$ cat src/sv/modbus_rtu_slave_engine_macros.svh
`ifndef MODBUS_RTU_SLAVE_ENGINE_MACROS_SVH
`define MODBUS_RTU_SLAVE_ENGINE_MACROS_SVH

// Same-cycle implication, checked on every clock edge outside reset.
`define MBRTU_ASSERT_IMP(label, ante, cons) \
	label: assert property (@(posedge clk) disable iff (!arst_n) (ante) |-> (cons)) \
		else $error("implication check failed");

// Next-cycle implication.
`define MBRTU_ASSERT_NXT(label, ante, cons) \
	label: assert property (@(posedge clk) disable iff (!arst_n) (ante) |=> (cons)) \
		else $error("next-cycle check failed");

`endif

$ cat src/sv/mbrtu_pkg.sv
`default_nettype none

package mbrtu_pkg;

	localparam int unsigned FRAME_MAX         = 257;
	localparam int unsigned FRAME_AW          = 9;
	localparam int unsigned QUEUE_DEPTH       = 4;
	localparam int unsigned REG_COUNT_DEFAULT = 256;

	localparam logic [2:0] OP_BYTE   = 3'd0;
	localparam logic [2:0] OP_FINAL  = 3'd1;
	localparam logic [2:0] OP_RXERR  = 3'd2;
	localparam logic [2:0] OP_LWRITE = 3'd3;
	localparam logic [2:0] OP_LREAD  = 3'd4;

	localparam logic [7:0] FN_READ_HOLD  = 8'h03;
	localparam logic [7:0] FN_READ_INPUT = 8'h04;
	localparam logic [7:0] FN_WRITE_MULT = 8'h10;
	localparam logic [7:0] FN_DIAG       = 8'h08;
	localparam logic [7:0] FN_EXC_FLAG   = 8'h80;

	localparam logic [7:0] EXC_FUNCTION = 8'h01;
	localparam logic [7:0] EXC_ADDRESS  = 8'h02;
	localparam logic [7:0] EXC_VALUE    = 8'h03;

	localparam logic [7:0] READ_MAX  = 8'd125;
	localparam logic [7:0] WRITE_MAX = 8'd123;
	localparam logic [8:0] REPLY_MAX = 9'd254;

	localparam logic [15:0] CRC_INIT = 16'hFFFF;
	localparam logic [15:0] CRC_POLY = 16'hA001;

	localparam logic [1:0] APB_REG_SLAVE = 2'd0;

	typedef enum logic [2:0] {
		CMD_BYTE,
		CMD_FINAL,
		CMD_LWRITE,
		CMD_LREAD
	} cmd_kind_t;

	typedef struct packed {
		cmd_kind_t   kind;
		logic        store;
		logic [8:0]  pos;
		logic [7:0]  data;
		logic [8:0]  length;
		logic        too_long;
		logic [7:0]  idx;
		logic [15:0] value;
	} cmd_t;

	typedef struct packed {
		logic            kind;
		logic [3:0][7:0] bytes;
		logic [2:0]      count;
		logic            last;
		logic [15:0]     value;
	} out_t;

	typedef enum logic [1:0] {
		MODE_READ,
		MODE_WRITE,
		MODE_ECHO,
		MODE_EXC
	} mode_t;

	typedef enum logic [3:0] {
		ST_CLEAR,
		ST_IDLE,
		ST_CHK,
		ST_CRC_RD,
		ST_CRC_UPD,
		ST_DEC,
		ST_WR_HI,
		ST_WR_LO,
		ST_WR_ST,
		ST_EM_A,
		ST_EM_B,
		ST_LR_A,
		ST_LR_B
	} state_t;

	function automatic logic [15:0] crc_byte(input logic [15:0] crc_in, input logic [7:0] b);
		logic [15:0] c;
		c = crc_in ^ {8'h00, b};
		for (int i = 0; i < 8; i++) begin
			if (c[0]) begin
				c = (c >> 1) ^ CRC_POLY;
			end else begin
				c = c >> 1;
			end
		end
		return c;
	endfunction

endpackage

`default_nettype wire

$ cat src/sv/mbrtu_fifo.sv
`default_nettype none

module mbrtu_fifo #(
	parameter int unsigned WIDTH = 8,
	parameter int unsigned DEPTH = mbrtu_pkg::QUEUE_DEPTH
) (
	input  wire logic             clk,
	input  wire logic             arst_n,
	input  wire logic             push,
	input  wire logic [WIDTH-1:0] wdata,
	output logic                  full,
	input  wire logic             pop,
	output logic [WIDTH-1:0]      rdata,
	output logic                  empty
);

	localparam int unsigned AW = (DEPTH > 1) ? $clog2(DEPTH) : 1;

	logic [WIDTH-1:0] mem_q [DEPTH];
	logic [AW-1:0]    wr_q;
	logic [AW-1:0]    rd_q;
	logic [AW:0]      cnt_q;
	logic             do_push;
	logic             do_pop;

	assign full    = (cnt_q == (AW+1)'(DEPTH));
	assign empty   = (cnt_q == '0);
	assign do_push = push && !full;
	assign do_pop  = pop && !empty;
	assign rdata   = mem_q[rd_q];

	always_ff @(posedge clk or negedge arst_n) begin
		if (!arst_n) begin
			wr_q  <= '0;
			rd_q  <= '0;
			cnt_q <= '0;
		end else begin
			if (do_push) begin
				wr_q <= (wr_q == AW'(DEPTH-1)) ? '0 : wr_q + 1'b1;
			end
			if (do_pop) begin
				rd_q <= (rd_q == AW'(DEPTH-1)) ? '0 : rd_q + 1'b1;
			end
			if (do_push && !do_pop) begin
				cnt_q <= cnt_q + 1'b1;
			end else if (do_pop && !do_push) begin
				cnt_q <= cnt_q - 1'b1;
			end
		end
	end

	always_ff @(posedge clk) begin
		if (do_push) begin
			mem_q[wr_q] <= wdata;
		end
	end

endmodule

`default_nettype wire

$ cat config.mk
export PLATFORM = sky130hd
export DESIGN_NAME = mbrtu_fifo
export DESIGN_NICKNAME = d
export VERILOG_FILES = /design/src/sv/modbus_rtu_slave_engine_macros.svh /design/src/sv/mbrtu_pkg.sv /design/src/sv/mbrtu_fifo.sv
export SDC_FILE = /design/constraint.sdc
export NUM_CORES = 1
export LEC_CHECK = 0
export BUFFER_PORTS_ARGS = -buffer_cell sky130_fd_sc_hd__buf_2
export CAP_MARGIN = 30
export CORE_ASPECT_RATIO = 1.25
export CORE_MARGIN = 2
export CORE_UTILIZATION = 50
export DETAILED_ROUTE_END_ITERATION = 7
export MAX_ROUTING_LAYER = met4
export PLACE_DENSITY = 0.74
export SYNTH_ARGS = -nofsm -noshare
export SYNTH_HDL_FRONTEND = slang
export SYNTH_SLANG_ARGS = --single-unit
$ cat constraint.sdc
create_clock -name clk -period 1.7 [get_ports clk]
set_input_delay 0.34 -clock clk [delete_from_list [all_inputs] [get_ports clk]]
set_output_delay 0.34 -clock clk [all_outputs]
set_load 0.02 [all_outputs]
After elaboration in Yosys (flattened, before gate mapping)
Memory sizes are Yosys's and may differ from the RTL's.
Cells that the tools add are included.
Cells by class
  add/sub/neg operators: 4
  mux-type cells: 6
  equal/unequal tests: 3
  reduce and logical (&&, ||, !) cells: 10
Operators by type and width (count)
  two-way mux 3 bit: 2
  adder 2 x 1 -> 2 bit, second input constant: 2
  == test 2 bit, second input constant: 2
  logical AND 1 bit: 4
  logical NOT 1 bit: 4
  two-way mux 2 bit: 2
  adder 3 x 1 -> 3 bit, second input constant: 1
  == test 3 bit, second input constant: 1
  logical NOT 3 bit: 1
  subtractor 3 x 1 -> 3 bit, second input constant: 1
  two-way mux 1 bit: 2
  nonzero test 2 bit: 1
Storage, ports and cells
  memories kept: 1
  memory bits (writable): 32
  register bits: 7
  logic and storage cells: 27
Memory list
  mem_q: words 4, width 8, rd ports 1, clocked after Yosys merged registers in 0, write ports 1, line mbrtu_fifo.sv:19  | logic [WIDTH-1:0] mem_q [DEPTH];

Logic depth before layout (Yosys ltp)
  depth after elaboration: 7
  depth in mapped cells: 8

Worst setup path after synthesis
No wires, ideal clock.
  path type: register -> register
  from: register cnt_q[0]
  to: register cnt_q[2]
  clock period less this slack: 2326 ps
  cell stages (with the launch flop): 9
  setup slack: -626 ps
  data arrival time: 2247 ps
  setup time: 79 ps
  cell sequence: dfrtp_1 > nor3_1 > nand2b_4 > ha_1 > inv_1 > fa_1 > xor2_1 > nor2_1 > xor2_1
On the way
  cells in the longest elaborated chain, start to end: 6
  elaborated cells between the ends (all ways): 15
  those cells by class: 2 x add/sub; 1 x eq/ne; 2 x mux; 10 x reduce/logical
RTL lines
  from (decl): line mbrtu_fifo.sv:22  | logic [AW:0] cnt_q;
  from (signal assigned): line mbrtu_fifo.sv:45  | cnt_q <= cnt_q + 1'b1;
  from (signal assigned): line mbrtu_fifo.sv:47  | cnt_q <= cnt_q - 1'b1;
  logical NOT 3 bit (*): line mbrtu_fifo.sv:27  | assign empty = (cnt_q == '0);
  named net empty: line mbrtu_fifo.sv:14  | output logic empty
  logical NOT 1 bit (*): line mbrtu_fifo.sv:29  | assign do_pop = pop && !empty;
  logical AND 1 bit (*): line mbrtu_fifo.sv:29
  logical NOT 1 bit: line mbrtu_fifo.sv:44  | if (do_push && !do_pop) begin
  logical AND 1 bit: line mbrtu_fifo.sv:44
  two-way mux 3 bit or nonzero test 2 bit (tied branches)
The timed path passes the listed nets; every way through them passes the cells marked *. The select of a mux whose other input is x is not followed.
A chain may end at the register's enable or synchronous reset.

Final worst setup path
  from: register rd_q[0]
  to: output rdata[1]
On the way
  cells in the longest elaborated chain, start to end: 1
RTL lines
  from (decl): line mbrtu_fifo.sv:21  | logic [AW-1:0] rd_q;
  from (signal assigned): line mbrtu_fifo.sv:42  | rd_q <= (rd_q == AW'(DEPTH-1)) ? '0 : rd_q + 1'b1;
  memory read (4 x 8 bit)
  to (decl): line mbrtu_fifo.sv:13  | output logic [WIDTH-1:0] rdata,
No other way between the ends.

==> reports/qor.csv <==
metric,value,unit
status,finished with violations,
failing checks,setup timing,
CTS sink cnt,39,
fin worst setup slack,-148,ps
share of cells above drive strength 1,53.6,%
"most common cell after layout, fill and taps aside",edfxtp_1,
Logic pwr share,45.1,%
pwr/cell area,1830,nW/um^2
Hold Path Class,primary input to flip-flop,
"Largest stage delay, worst path",530,ps
Filler cells,219,
peak supply drop,1.25,mV
GRT overflow,0,
Vert. Die Dim,67.6,um
core box area,3140,um^2
Clk pwr share,16.1,%
worst-margin pin slew,457,ps
Max Cap Violations,0,
R2R Setup Slk,-140,ps
Flop pwr share,38.8,%
power consumption,0.00384,W
worst skew pair latency,290,ps
GPL Wtd Cong,0.629,
"Clk pin slew, worst setup/hold paths",70,ps
die extent in x,54.9,um
die area,3710,um^2
synthesis warning total,0,
worst slew margin relative to its limit,69.5,%
max-slew violation count,0,
crit start category,flip-flop,
fmax,541,MHz
Placed Cells,149,
area of the multi-input gates,492,um^2
via/cell ratio,5.17,
final WL,2.71,mm
fin cells,162,
clk root buf,clkbuf_8,
synth unique cells,19,
wire length per cell,16.8,um
Final Setup Violations,10,
multiplexer share of the synthesized area,15.5,%
Tmin final,1850,ps
final hold vios,0,
fin util,66.9,%
Top delay family on crit path,multiplexers,
Reg area,1140,um^2
internal power component,0.00264,W
Tcrit/Tclk final,109,%
CTS Buffer Depth,2,
P_leak,0.833,nW
crit path kind,flip-flop to output pin,
largest family of logic cells by synthesized area,multiplexers,
Critical Path AT,1510,ps
initial antenna violation count,0,
Clock Skew,2.17,ps
Detailed Place HPWL,1.96,mm
I/O pin count,22,
area delta synth->final,29.6,%
H-tree Lvls,2,
Total GRT Usage,18.9,%
sw frac,31.4,%
largest fanout on the critical path,8,
Num CTS Buffers,5,
synthesized area,1620,um^2
sequential share of the synthesized area,70.2,%
setup TNS,-1240,ps
total number of vias,838,
DR DRC count,0,
synthesized instance count,79,
CP max stage cell,mux4_2,
largest net degree at the start of global routing,12,
worst hold slack,263,ps
first-pass GRT wire length,4.37,mm
XOR/XNOR Fraction of Synth Area,1.62,%
CTS tree,yes,
Post-DRT Antenna Nets,0,
Worst EP required,1360,ps
syn avg cell area,20.5,um^2
most frequent cells in the layout,"32 x edfxtp_1, 17 x buf_4, 12 x buf_2",
simple-gate share of the synthesized area,5.49,%
crit path cell chain,buf_12 -> mux4_2 -> buf_6,
crit end category,output pin,
Synth Area in Adders,5.88,%
drt first pass iters,4,
Buffers & Inverters on Critical Path,2,
vias in the first global route,911,
I/O Buffers,21,
Final nets,143,
compound-gate portion of the synthesized area,0,%
Syn Nets,98,
synthesized flop and latch total,39,
1st-iter DRT viols,15,
RSZ-0062 raised after global routing,true,
initial core utilization,51.6,%
NetSw,0.00121,W
ANT cells,0,
Cell Rows,23,
[kinds of logic after synthesis]
group                      after synthesis
xor gates and xnor gates                 3
muxes                                   13
and+or+nand+nor                         12
DFF                                     39
buffers and inverters                    5
adders and majority gates                7
[synth_stat cells, drive strengths merged]
| cell type | n | share of area (%) |
|---|---|---|
| and2 | 3 | 1.2 |
| buf | 1 | 0.31 |
| clkbuf | 1 | 0.23 |
| dfrtp | 7 | 11 |
| edfxtp | 32 | 59 |
| fa | 1 | 1.2 |
| ha | 6 | 4.6 |
| inv | 3 | 0.70 |
| mux2 | 5 | 4.4 |
| mux4 | 8 | 11 |
| nand2 | 1 | 0.23 |
| nand2b | 1 | 0.85 |
| nor2 | 4 | 0.93 |
| nor2b | 1 | 0.85 |
| nor3 | 1 | 0.31 |
| nor3b | 1 | 1.2 |
| xnor2 | 1 | 0.54 |
| xor2 | 2 | 1.1 |
[sequential cells by signal (all words and copies together) (netlist names)]
register and cells:
cnt_q 3, mem_q 32, rd_q 2, wr_q 2
[timing repair]
action                                 CTS  global route
endpoints found under the hold margin    7             0
setup endpoints to repair               10            11
setup buffers                            3             2
hold buffers                             1             0
gates resized for setup                 19             1
pin swaps                                5             1
[area by class of cell]
type	instances	share of cell area (%)
Clock buffer	7	4.12
Clock inverter	1	0.179
Timing Repair Buffer	40	15.2
Multi-Input combinational cell	35	23.4
Inverter	3	0.537
Tap cell	37	2.21
Sequential cell	39	54.3
[power groups by stage]
stage / Sequential [W] / Combinational, W / Clock [W]
2_1_floorplan: 0.00144 / 0.000987 / 0
3_3_place_gp: 0.00149 / 0.00141 / 0
3_5_place_dp: 0.00152 / 0.00146 / 0
4_1_cts: 0.00149 / 0.00172 / 0.000637
5_1_grt: 0.00152 / 0.00187 / 0.000684
6_report: 0.00149 / 0.00173 / 0.000620
[metrics by stage]
stage / cell area, um^2 / setup WS, ps
floorplan: 1650 / -251
global placement: 1910 / -83.6
detailed placement: 1910 / -109
CTS: 2090 / -173
global route: 2100 / -198
finish: 2100 / -148
[per-layer routing]
metal / global-route usage (%) / part of all wire, % / vias to the layer above
li1: - / - / 389
met1: 21.4 / 39 / 415
met2: 29.3 / 53 / 28
met3: 6.42 / 5.9 / 6
met4: 9.38 / 2.3 / 0
met5: - / 0 / -
[final timing paths]
check	cells after the start	endpoint	start
setup / recovery	3	rdata[1]	rd_q[0]
hold / removal	1	mem_q[2][6]	wdata[6]
setup reg to reg	6	cnt_q[1]	cnt_q[0]
hold reg to reg	1	wr_q[1]	wr_q[1]
max in group asynchronous	2	cnt_q[1]	arst_n
min in group asynchronous	2	rd_q[1]	arst_n
Note: power is estimated with default switching activity, not from simulation.
