**config.mk**
```make
export PLATFORM = sky130hd
export DESIGN_NAME = mbrtu_front
export DESIGN_NICKNAME = d
export VERILOG_FILES = /design/src/sv/modbus_rtu_slave_engine_macros.svh /design/src/sv/mbrtu_pkg.sv /design/src/sv/mbrtu_front.sv
export SDC_FILE = /design/constraint.sdc
export NUM_CORES = 1
export LEC_CHECK = 0
export BUFFER_PORTS_ARGS = -buffer_cell sky130_fd_sc_hd__buf_2
export CORE_MARGIN = 10
export CORE_UTILIZATION = 40
export DETAILED_ROUTE_END_ITERATION = 10
export PLACE_DENSITY = 0.95
export SETUP_SLACK_MARGIN = 0.05
export SLEW_MARGIN = 15
export SYNTH_ARGS = -nofsm -noshare
export SYNTH_HDL_FRONTEND = slang
export SYNTH_SLANG_ARGS = --single-unit
```
**constraint.sdc**
```tcl
create_clock -name clk -period 3 [get_ports clk]
set_input_delay 0.3 -clock clk [delete_from_list [all_inputs] [get_ports clk]]
set_output_delay 0.3 -clock clk [all_outputs]
set_load 0.05 [all_outputs]
```
**src/sv/modbus_rtu_slave_engine_macros.svh**
```systemverilog
`ifndef MODBUS_RTU_SLAVE_ENGINE_MACROS_SVH
`define MODBUS_RTU_SLAVE_ENGINE_MACROS_SVH

// Same-cycle implication, checked on every clock edge outside reset.
`define MBRTU_ASSERT_IMP(label, ante, cons) \
	label: assert property (@(posedge clk) disable iff (!arst_n) (ante) |-> (cons)) \
		else $error("implication check failed");

// Next-cycle implication.
`define MBRTU_ASSERT_NXT(label, ante, cons) \
	label: assert property (@(posedge clk) disable iff (!arst_n) (ante) |=> (cons)) \
		else $error("next-cycle check failed");

`endif

```
**src/sv/mbrtu_pkg.sv**
```systemverilog
`default_nettype none

package mbrtu_pkg;

	localparam int unsigned FRAME_MAX         = 257;
	localparam int unsigned FRAME_AW          = 9;
	localparam int unsigned QUEUE_DEPTH       = 4;
	localparam int unsigned REG_COUNT_DEFAULT = 256;

	localparam logic [2:0] OP_BYTE   = 3'd0;
	localparam logic [2:0] OP_FINAL  = 3'd1;
	localparam logic [2:0] OP_RXERR  = 3'd2;
	localparam logic [2:0] OP_LWRITE = 3'd3;
	localparam logic [2:0] OP_LREAD  = 3'd4;

	localparam logic [7:0] FN_READ_HOLD  = 8'h03;
	localparam logic [7:0] FN_READ_INPUT = 8'h04;
	localparam logic [7:0] FN_WRITE_MULT = 8'h10;
	localparam logic [7:0] FN_DIAG       = 8'h08;
	localparam logic [7:0] FN_EXC_FLAG   = 8'h80;

	localparam logic [7:0] EXC_FUNCTION = 8'h01;
	localparam logic [7:0] EXC_ADDRESS  = 8'h02;
	localparam logic [7:0] EXC_VALUE    = 8'h03;

	localparam logic [7:0] READ_MAX  = 8'd125;
	localparam logic [7:0] WRITE_MAX = 8'd123;
	localparam logic [8:0] REPLY_MAX = 9'd254;

	localparam logic [15:0] CRC_INIT = 16'hFFFF;
	localparam logic [15:0] CRC_POLY = 16'hA001;

	localparam logic [1:0] APB_REG_SLAVE = 2'd0;

	typedef enum logic [2:0] {
		CMD_BYTE,
		CMD_FINAL,
		CMD_LWRITE,
		CMD_LREAD
	} cmd_kind_t;

	typedef struct packed {
		cmd_kind_t   kind;
		logic        store;
		logic [8:0]  pos;
		logic [7:0]  data;
		logic [8:0]  length;
		logic        too_long;
		logic [7:0]  idx;
		logic [15:0] value;
	} cmd_t;

	typedef struct packed {
		logic            kind;
		logic [3:0][7:0] bytes;
		logic [2:0]      count;
		logic            last;
		logic [15:0]     value;
	} out_t;

	typedef enum logic [1:0] {
		MODE_READ,
		MODE_WRITE,
		MODE_ECHO,
		MODE_EXC
	} mode_t;

	typedef enum logic [3:0] {
		ST_CLEAR,
		ST_IDLE,
		ST_CHK,
		ST_CRC_RD,
		ST_CRC_UPD,
		ST_DEC,
		ST_WR_HI,
		ST_WR_LO,
		ST_WR_ST,
		ST_EM_A,
		ST_EM_B,
		ST_LR_A,
		ST_LR_B
	} state_t;

	function automatic logic [15:0] crc_byte(input logic [15:0] crc_in, input logic [7:0] b);
		logic [15:0] c;
		c = crc_in ^ {8'h00, b};
		for (int i = 0; i < 8; i++) begin
			if (c[0]) begin
				c = (c >> 1) ^ CRC_POLY;
			end else begin
				c = c >> 1;
			end
		end
		return c;
	endfunction

endpackage

`default_nettype wire

```
**src/sv/mbrtu_front.sv**
```systemverilog
`default_nettype none

module mbrtu_front (
	input  wire logic         clk,
	input  wire logic         arst_n,
	input  wire logic         push,
	output logic              full,
	input  wire logic [2:0]   op,
	input  wire logic [7:0]   rx_byte,
	input  wire logic [7:0]   reg_index,
	input  wire logic [15:0]  reg_value,
	input  wire logic         clearing,
	input  wire logic         q_full,
	output logic              q_push,
	output mbrtu_pkg::cmd_t   q_data
);

	logic [8:0] len_q;
	logic       too_long_q;
	logic       accept;
	logic       store;

	assign full   = q_full || clearing;
	assign accept = push && !full;
	assign store  = (len_q < 9'(mbrtu_pkg::FRAME_MAX));

	always_comb begin
		q_data          = '0;
		q_data.kind     = mbrtu_pkg::CMD_BYTE;
		q_data.store    = store;
		q_data.pos      = len_q;
		q_data.data     = rx_byte;
		q_data.length   = store ? len_q + 9'd1 : len_q;
		q_data.too_long = too_long_q || !store;
		q_data.idx      = reg_index;
		q_data.value    = reg_value;
		q_push          = 1'b0;
		case (op)
			mbrtu_pkg::OP_BYTE: begin
				q_push = accept && store;
			end
			mbrtu_pkg::OP_FINAL: begin
				q_data.kind = mbrtu_pkg::CMD_FINAL;
				q_push      = accept;
			end
			mbrtu_pkg::OP_LWRITE: begin
				q_data.kind = mbrtu_pkg::CMD_LWRITE;
				q_push      = accept;
			end
			mbrtu_pkg::OP_LREAD: begin
				q_data.kind = mbrtu_pkg::CMD_LREAD;
				q_push      = accept;
			end
			default: begin
				q_push = 1'b0;
			end
		endcase
	end

	always_ff @(posedge clk or negedge arst_n) begin
		if (!arst_n) begin
			len_q      <= '0;
			too_long_q <= 1'b0;
		end else if (accept) begin
			case (op)
				mbrtu_pkg::OP_BYTE: begin
					if (store) begin
						len_q <= len_q + 9'd1;
					end else begin
						too_long_q <= 1'b1;
					end
				end
				mbrtu_pkg::OP_FINAL, mbrtu_pkg::OP_RXERR: begin
					len_q      <= '0;
					too_long_q <= 1'b0;
				end
				default: begin
					len_q <= len_q;
				end
			endcase
		end
	end

endmodule

`default_nettype wire

```
# == Word-level counts from Yosys, hierarchy flattened ==
# Index checks and enable logic that the tools add are counted.
# W data, S select, Z words.
# word_totals
mem_bits_rw,0
reg_bits,10
latchBits,0
n_memories,0
wordCells,27
out_inout_bits,57
romBits,0
input_bits,40
# classes
reduce_logical,12
eq_ne,5
bitwise_logic,0
multipliers,0
n_lt_le_gt_ge,1
addsub,1
muxes,6
shift,0
div_mod_pow,0
# op_table
op,n
$pmux W9 S2,1
$add A9 B1 Y9 const B,1
$lt A9 B9 Y1 const B,1
$mux W9,1
$eq A3 B2 Y1 const B,2
$pmux W2 S3,1
$pmux W1 S2,2
$eq A3 B1 Y1 const B,1
$eq A3 B3 Y1 const B,1
$logic_not A3 Y1,1
$reduce_and A3 Y1,1
$reduce_or A3 Y1,1
$logic_and A1 B1 Y1,2
$logic_not A1 Y1,2
$logic_or A1 B1 Y1,2
$ne A2 B2 Y1 const B,1
$reduce_and A2 Y1,1
$reduce_bool A2 Y1,1
$reduce_or A2 Y1,1
$mux W1,1

# == Depth between registers and ports, before layout ==
# Gate-level depths: netlist of the first run.
# depth
word_depth,5
mapped_depth,6

# == Worst setup path after synthesis of the first run ==
# Ideal clock, no wire load.
# synth_timing
path_kind,register to output
from,register len_q[3]
to,output port q_data[31] (netlist bit)
n_path_buf,1
t_arrival_ns,2.500
path_stages_with_launch,7
t_required_ns,2.700
slack_ns,0.200
cell_sequence,dfrtp_1 > buf_6 > or4_4 > o21a_4 > clkinv_8 > nand2b_4 > xnor2_1
# synth_lines
item,line,text
start: declaration,mbrtu_front.sv:18,logic [8:0] len_q;
start signal: assignment,mbrtu_front.sv:68,len_q <= len_q + 9'd1;
start signal: assignment,mbrtu_front.sv:78,len_q <= len_q;
end: declaration,mbrtu_front.sv:15,output mbrtu_pkg::cmd_t q_data

# == Final worst setup path of the first run ==
# layout_timing
from,register len_q[3]
to,output port q_push
# layout_between
elab_chain_cells,3
# layout_lines
item,line,text
$lt A9 B9 Y1,mbrtu_front.sv:25,assign store = (len_q < 9'(mbrtu_pkg::FRAME_MAX));
$logic_and A1 B1 Y1,mbrtu_front.sv:40,q_push = accept && store;
$pmux W1 S2,mbrtu_front.sv:38,case (op)
end: declaration,mbrtu_front.sv:14,"output logic q_push,"
# Every way passes these cells.

==> summary.txt, run 1 <==
R2R Path End -> len_q[6]
largest net degree at the start of global routing -> 12
Overflow after GRT -> 0
status -> finished clean
row cnt -> 18
post-cts resize count -> 0
final period utilization -> 0.840
fmax -> 0.397 GHz
Arrival @ worst endpoint -> 2.22 ns
Main synth FF type -> dfrtp_1
worst slack, placed -> 0.770 ns
DR vias -> 810
WS Path Type -> reg -> out
# Max-Cap Violations -> 0
Avg Inst Size Synth -> 8.34 sq um
CP max FO -> 9
Worst-path clk slew -> 0.06 ns
Clock H-tree levels -> 1
placed cell count -> 149
top-count cell post-synth -> buf_4
critical-path cell list -> or4_4, o21a_4, clkinv_8, o21ai_1, a211oi_2, buf_2
Setup TNS -> 0 ns
Syn Nets -> 166
Setup crit start -> len_q[3]
simple-gate portion of the synthesized area -> 0.211
area delta synth->final -> -4.92%
mux contribution to synthesized area -> 0.0192
PnR Total Power -> 0.000422 W
Mapped Cells -> 125
flop-to-flop setup slack -> 1.16 ns
n_diodes -> 0
initial core utilization -> 0.421
synthesized area -> 0.00104 sq mm
core area -> 0.00248 sq mm
Worst path slowest cell -> or4_4
CP Launch Type -> flop
initial DRC count -> 49
cts bufs inserted -> 3
fill cell count -> 263
vias in the first global route -> 784
share of layout cells above drive strength 1 -> 0.350
Die ar. -> 0.00505 sq mm
root buf cell -> clkbuf_4
Final Setup Violations -> 0
Post-synth EDFFs -> 0
RSZ-0062 raised after global routing -> false
Required @ worst endpoint -> 2.70 ns
#FFs+latches synth -> 10
DRC Markers -> 0
Post-synth ARST share -> 1.00
Routed WL per cell -> 15.4 um
post-synth top area cell -> buf_4
setup ws final -> 0.479 ns
Hold Fails Final Rpt -> 0
Ys Warns -> 0
Layout Skew -> 0.00295 ns
CTS Buffer Depth -> 2
Synth Area in Compound Gates -> 0.164
Die Y -> 71.0 um
Finished Layout Cells -> 153
DR pass1 iterations -> 4
relative slew slack -> 0.642
worst skew pair latency -> 0.27 ns
leak pwr -> 0.484 nW
reg2reg path depth -> 4
IO Count -> 97
Die W -> 71.0 um
FF/Latch Area -> 250 sq um
CP endpoint kind -> primary output
peak supply drop -> 0.000185 V
largest family of logic cells by synthesized area -> buffers and inverters
pins over their slew limit -> 0
XOR/XNOR Fraction of Synth Area -> 0.0504
overall routing resource usage -> 0.0925
DP Wirelength -> 1900 um
area of the multi-input gates -> 480 sq um
Unique masters post-synth -> 39
worst min-delay path class -> in -> async
adder-cell share of the synthesized area -> 0.0120
Tmin final -> 2.52 ns
Worst-Margin Slew -> 0.535 ns
first-pass GRT wire length -> 3860 um
post-synth top area share -> 0.245
crit-path max cell delay -> 0.58 ns
final wirelength -> 2350 um
initial antenna violation count -> 0
GP Congestion -> 0.885
most frequent cells after synthesis -> buf_4, dfrtp_1, nand2_1, a21oi_1
# nets final -> 166
vias per inst -> 5.29
TritonCTS clock tree -> done
sequential-to-total area share from yosys stat -> 0.240
Power Dens Cells -> 426 mW/mm^2
IO buf count -> 31
Synth area leaders -> buf_4, dfrtp_1, a21oi_1
Num Clock Sinks -> 10
worst reg2reg startpoint -> len_q[3]
antenna-violating nets left -> 0
-- critical path: cells and delay by family (launching register included) --
kind	cells	cell delay [ns]
simple gates	1	0.58
compound gates	3	0.54
flops	1	0.47
buf+inv	2	0.36
-- report_power, final --
group	internal, W	total, W	switching (W)
Sequential	0.000143	0.000157	0.0000138
Combinational	0.0000431	0.000171	0.000128
Clock	0.0000465	0.0000942	0.0000477
-- cell usage in the layout (no fill, tap or decap), types with 2 or more instances in the layout --
cell      instances
o21ai_0           7
nand2b_1          4
o31ai_1           3
buf_2            31
and2_1            2
clkbuf_4          3
xnor2_1           4
inv_1             5
xor2_1            2
nand2_1          10
nand3_1           7
a21oi_1           8
mux2i_1           2
dfrtp_1          10
nor2_1            2
-- sequential cells by signal, summed over array words and instances (netlist names) --
name and count:
too_long_q 1, len_q 9
-- metal layers --
metal	global-route usage	wire, um
met2	0.150	1130
met1	0.0974	921
met4	0.0495	49
met5	0	0
met3	0.0432	257
-- per-stage QoR --
stage                     instance area, sq um   util  hold WS [ns]
after floorplan                           1040      -       0.00441
after global placement                     958  0.387         0.176
after detailed placement                   958  0.387         0.180
after CTS                                  991  0.400         0.424
after global routing                       991  0.400         0.449
final                                      991  0.400         0.414
-- worst max-delay path by stage --
stage,endpoint,slack (ns),cells after the start
2_1_floorplan,q_data[31],0.20,6
3_3_place_gp,q_push,0.80,6
3_5_place_dp,q_push,0.77,6
4_1_cts,q_push,0.47,6
5_1_grt,q_push,0.40,6
6_report,q_push,0.48,6
-- repair_timing --
action,in CTS,in global routing
hold endpoints to repair,10,0
hold buffers,1,0
setup buffers,0,0
-- final cells by class --
class | count | share of cell area
Multi-Input combinational cell | 72 | 0.485
Timing Repair Buffer | 32 | 0.167
Sequential cell | 10 | 0.253
Clock buffer | 3 | 0.0227
Tap cell | 30 | 0.0379
Inverter | 6 | 0.0354
-- cell families after synthesis --
| family | after synthesis |
|---|---|
| buffers and inverters | 43 |
| AND/OR/NAND/NOR | 36 |
| AO/OA/AOI/OAI | 26 |
| flip-flops | 10 |
| XOR/XNOR | 6 |
| multiplexers | 2 |
| adder cells (fa/ha/maj) | 1 |
| other | 1 |
No activity file was read; power rests on OpenSTA's default activity.
==> run 2: changes to the inputs <==
- ABC_AREA: default -> 1
- CORE_UTILIZATION: 40 -> 38
- PLACE_DENSITY: 0.95 -> 0.91
- clock period: 3 -> 2.64 ns (I/O delays scaled with it)
==> run 2 against run 1 <==
Effect of this change: synthesized area up 7.6%; largest cell class unchanged; combinational power increased by 71%; global-route usage up 0.70 points; worst hold slack worse by 0.059 ns; clock power grew 57%; non-clock buffer count unchanged; cell count is 31% higher.
==> summary.txt, run 2 <==
DR vias -> 979
#FFs+latches synth -> 10
Setup TNS -> 0 ns
Max Used Layer -> met4
Syn Nets -> 209
Main synth FF type -> dfrtp_1
pins over their slew limit -> 0
Largest register FFs -> 9
Hold Fails Final Rpt -> 0
Comb power frac -> 0.464
WP buf/inv -> 1
CP max FO -> 8
# nets final -> 211
share of layout cells above drive strength 1 -> 0.302
setup ws final -> 0.528 ns
worst min-delay path class -> in -> reg
vias in the first global route -> 950
Arrival @ worst endpoint -> 1.85 ns
Avg Inst Size Synth -> 6.67 sq um
WS Path Type -> reg -> out
most frequent CP cell -> nand3_1
Overflow after GRT -> 0
placed cell count -> 195
CP endpoint kind -> primary output
crit-path max cell delay -> 0.52 ns
post-CTS repair timing setup buffer count -> 0
final period utilization -> 0.800
status -> finished clean
worst skew pair latency -> 0.28 ns
Power Dens Cells -> 573 mW/mm^2
core area -> 0.00278 sq mm
critical-path cell list -> ha_1, nand3_1, xor2_1, nand3_1, nand2_2, buf_2
IO buf count -> 31
CTS Buffer Depth -> 2
antenna-violating nets left -> 0
top-count cell post-synth -> nand2_1
Die ar. -> 0.00552 sq mm
row cnt -> 19
top flop regs -> len_q: 9 flops, too_long_q: 1 flops
first-pass GRT wire length -> 4360 um
most common cell after layout, fill and taps aside -> nand2_1
Reg with most FFs -> len_q
peak supply drop -> 0.000289 V
Synth area leaders -> buf_4, dfrtp_1, nand2_1
Finished Layout Cells -> 200
clock power share -> 0.236
initial antenna violation count -> 0
Clock H-tree levels -> 1
n_diodes -> 0
Die W -> 74.3 um
area of the multi-input gates -> 544 sq um
Internal -> 0.000316 W
cts bufs inserted -> 3
Final Setup Violations -> 0
sequential-to-total area share from yosys stat -> 0.223
IO Count -> 97
met3 WL -> 198 um
wl on met1 -> 1020 um
post-synth top area cell -> buf_4
Worst path slowest cell -> dfrtp_1
CP Launch Type -> flop
CP delay by family, top -> flip-flops
FF/Latch Area -> 250 sq um
Flop pwr share -> 0.299
TritonCTS clock tree -> done
final wirelength -> 2630 um
highest-count cells in the layout ignoring fill and taps -> nand2_1, buf_2, inv_1
Post-synth ARST share -> 1.00
DR pass1 iterations -> 4
Die Y -> 74.3 um
Layout Skew -> 0.00488 ns
Ys Warns -> 0
area delta synth->final -> -2.34%
post-synth top area share -> 0.228
RSZ-0062 raised after global routing -> false
# Max-Cap Violations -> 0
worst slack, placed -> 0.846 ns
post-cts resize count -> 0
synthesized area -> 0.00112 sq mm
DRC Markers -> 0
sw frac -> 0.497
DP Wirelength -> 2050 um
CTS Hold Bufs -> 1
design area -> 0.00109 sq mm
root buf cell -> clkbuf_4
most frequent cells after synthesis -> nand2_1, buf_4, inv_1, nor2_1, nand3_1
vias per inst -> 4.90
fmax -> 0.473 GHz
Unique masters post-synth -> 24
Area after DPL -> 0.00105 sq mm
Mapped Cells -> 168
routed length on met2 -> 1300 um
Routed WL per cell -> 13.1 um
Required @ worst endpoint -> 2.38 ns
P_sw -> 0.000312 W
leak pwr -> 0.663 nW
Worst-path clk slew -> 0.07 ns
hold slack -> 0.355 ns
fill cell count -> 303
largest net degree at the start of global routing -> 11
flop-to-flop setup slack -> 1.17 ns
Tmin final -> 2.11 ns
GP Congestion -> 0.922
overall routing resource usage -> 0.0996
Num Clock Sinks -> 10
initial core utilization -> 0.403
Post-synth EDFFs -> 0
initial DRC count -> 70
-- run 2: metrics by stage --
stage                util  total power, W
floorplan               -        0.000549
global placement    0.377        0.000481
detailed placement  0.377        0.000484
CTS                 0.394        0.000634
global route        0.394        0.000660
finish              0.394        0.000628
-- run 2: layout make-up --
type,count,area share
Tap cell,31,0.0354
Timing Repair Buffer,32,0.151
Sequential cell,10,0.229
Inverter,16,0.0549
Multi-Input combinational cell,107,0.497
Clock buffer,4,0.0331
-- run 2: worst min-delay path, stage by stage --
cell     delay, ns
buf_2         0.16
nor2_8        0.08
nand2_1       0.06
nand2_1       0.04
-- run 2: final timing paths --
check,start,depth (start not counted),end
worst max-delay path,len_q[1],6,q_data[29]
worst min-delay path,op[2],4,len_q[2]
worst max register to register,len_q[1],7,len_q[4]
worst min register to register,too_long_q,2,too_long_q
max in group asynchronous,arst_n,2,len_q[6]
min in group asynchronous,arst_n,2,len_q[4]
-- run 2: cell families after synthesis --
family          share of synthesized area
compound gates                     0.0469
buf+inv                             0.291
simple gates                        0.401
fa+ha+maj                          0.0112
xor+xnor                           0.0234
flops                               0.223
other cells                       0.00335
-- run 2: power groups by stage --
stage / registers [W] / logic (W) / clock network [W]
finish: 0.000188 / 0.000292 / 0.000148
detailed placement: 0.000191 / 0.000293 / 0
floorplan: 0.000223 / 0.000327 / 0
CTS: 0.000188 / 0.000296 / 0.000150
global route: 0.000191 / 0.000317 / 0.000152
global placement: 0.000190 / 0.000291 / 0
-- run 2: metal layers --
layer	global-route usage	up-vias
met5	0	-
met4	0.0813	0
met3	0.0226	13
met2	0.170	36
met1	0.102	445
li1	-	485
==> run 3: changes to the inputs <==
- CORE_UTILIZATION: 38 -> 34
- PLACE_DENSITY: 0.91 -> 0.87
- clock period: 2.64 -> 1.9 ns (I/O delays scaled with it)
==> run 3 against run 2 <==
Effect of this change: final area up 15%; critical endpoint is now q_data[26]; first-iteration DRC count grew 59%; sequential cell count is the same; largest power group unchanged; die area grew 8.5%; register-to-register slack got worse by 0.61 ns; largest cell class unchanged; sequential power grew 40%; via count increased by 2.1%.
==> summary.txt, run 3 (same netlist as run 2, synthesis figures left out) <==
status -> finished clean
worst min-delay path class -> in -> reg
vias in the first global route -> 1002
Setup crit start -> len_q[5]
Reg with most FFs -> len_q
IO Count -> 97
first-pass GRT wire length -> 4750 um
n_diodes -> 0
worst reg2reg startpoint -> len_q[1]
WS Path Type -> reg -> out
pins over their slew limit -> 0
fmax -> 0.557 GHz
peak supply drop -> 0.000403 V
IO buf count -> 31
Largest register FFs -> 9
initial DRC count -> 111
vias per inst -> 4.48
largest net degree at the start of global routing -> 11
final wirelength -> 2910 um
TritonCTS clock tree -> done
hold depth -> 4
Worst-path clk slew -> 0.07 ns
Clock H-tree levels -> 1
leak pwr -> 0.719 nW
share of layout cells above drive strength 1 -> 0.430
Final Setup Violations -> 0
area delta synth->final -> 12.3%
CTS Buffer Depth -> 2
DRC Markers -> 0
Power Dens Cells -> 700 mW/mm^2
antenna-violating nets left -> 0
Area after DPL -> 0.00108 sq mm
Core Util, Final -> 0.406
Routed WL per cell -> 13.0 um
Tmin final -> 1.80 ns
flop-to-flop setup slack -> 0.56 ns
initial core utilization -> 0.361
cts bufs inserted -> 3
root buf cell -> clkbuf_4
DR pass1 iterations -> 5
Die Y -> 77.4 um
RSZ-0062 raised after global routing -> true
Die W -> 77.4 um
hold slack -> 0.287 ns
DR vias -> 1000
top flop regs -> len_q: 9 flops, too_long_q: 1 flops
Setup crit end -> q_data[26]
CP max FO -> 7
Num Clock Sinks -> 10
# Max-Cap Violations -> 0
core area -> 0.00310 sq mm
CP Launch Type -> flop
overall routing resource usage -> 0.0943
worst skew pair latency -> 0.26 ns
Die ar. -> 0.00599 sq mm
PnR Total Power -> 0.000882 W
Hold Fails Final Rpt -> 0
GP Congestion -> 0.925
R2R Path End -> len_q[4]
DP Wirelength -> 2140 um
# nets final -> 221
most common cell after layout, fill and taps aside -> nand2_1
Required @ worst endpoint -> 1.71 ns
CP endpoint kind -> primary output
Arrival @ worst endpoint -> 1.61 ns
row cnt -> 20
highest-count cells in the layout ignoring fill and taps -> nand2_1, buf_2, inv_1
reg2reg path depth -> 7
final period utilization -> 0.945
Overflow after GRT -> 0
design area -> 0.00126 sq mm
initial antenna violation count -> 0
Layout Skew -> 0.00363 ns
fill cell count -> 334
## run 3: layer usage
layer,wire length (um),track usage,part of all wire
met1,1210,0.109,0.42
met2,1390,0.149,0.48
met3,262,0.0357,0.090
met4,48,0.0474,0.017
met5,0,0,0
## run 3: what timing repair did
| action | CTS | global route |
|---|---|---|
| setup endpoints to repair | 9 | 10 |
| resized for setup | 11 | 18 |
| hold endpoints to repair | 10 | 0 |
| buffers inserted | 1 | 8 |
| pin swaps | 1 | 4 |
| hold buffers | 1 | 0 |
## run 3: area by class of cell
cell class,count,area (sq um),area share
Inverter,16,60.1,0.0477
Tap cell,44,55.1,0.0437
Sequential cell,10,260,0.207
Clock buffer,4,26.3,0.0209
Multi-Input combinational cell,107,574,0.456
Timing Repair Buffer,42,283,0.225
## run 3: how the worst min path moves through the flow
| stage | from | endpoint | slack, ns |
|---|---|---|---|
| global route | op[2] | len_q[2] | 0.31 |
| floorplan | arst_n | len_q[0] | -0.11 |
| detailed placement | arst_n | len_q[5] | 0.07 |
| CTS | op[2] | len_q[2] | 0.29 |
| finish | op[2] | len_q[3] | 0.29 |
| global placement | arst_n | len_q[5] | 0.07 |
## run 3: critical path, cell delays in order (launching register included)
cell and delay [ns]:
dfrtp_2 0.42, inv_2 0.08, nand2_1 0.10, nor2_2 0.11
nand2_1 0.10, nand3_4 0.14, nand2_1 0.08, and2_4 0.16
buf_6 0.14
## run 3: stage by stage
step / setup TNS (ns) / cells / setup WS [ns]
2_1_floorplan: 0 / 168 / 0.0524
5_1_grt: -0.0593 / 223 / -0.0210
4_1_cts: 0 / 215 / 0.0492
3_5_place_dp: 0 / 209 / 0.249
6_report: 0 / 223 / 0.105
3_3_place_gp: 0 / 209 / 0.277
## run 3: power breakdown
part           switching, W  total, W  internal, W
combinational      0.000324  0.000459     0.000135
clock             0.0000787  0.000160    0.0000811
sequential        0.0000329  0.000263     0.000230
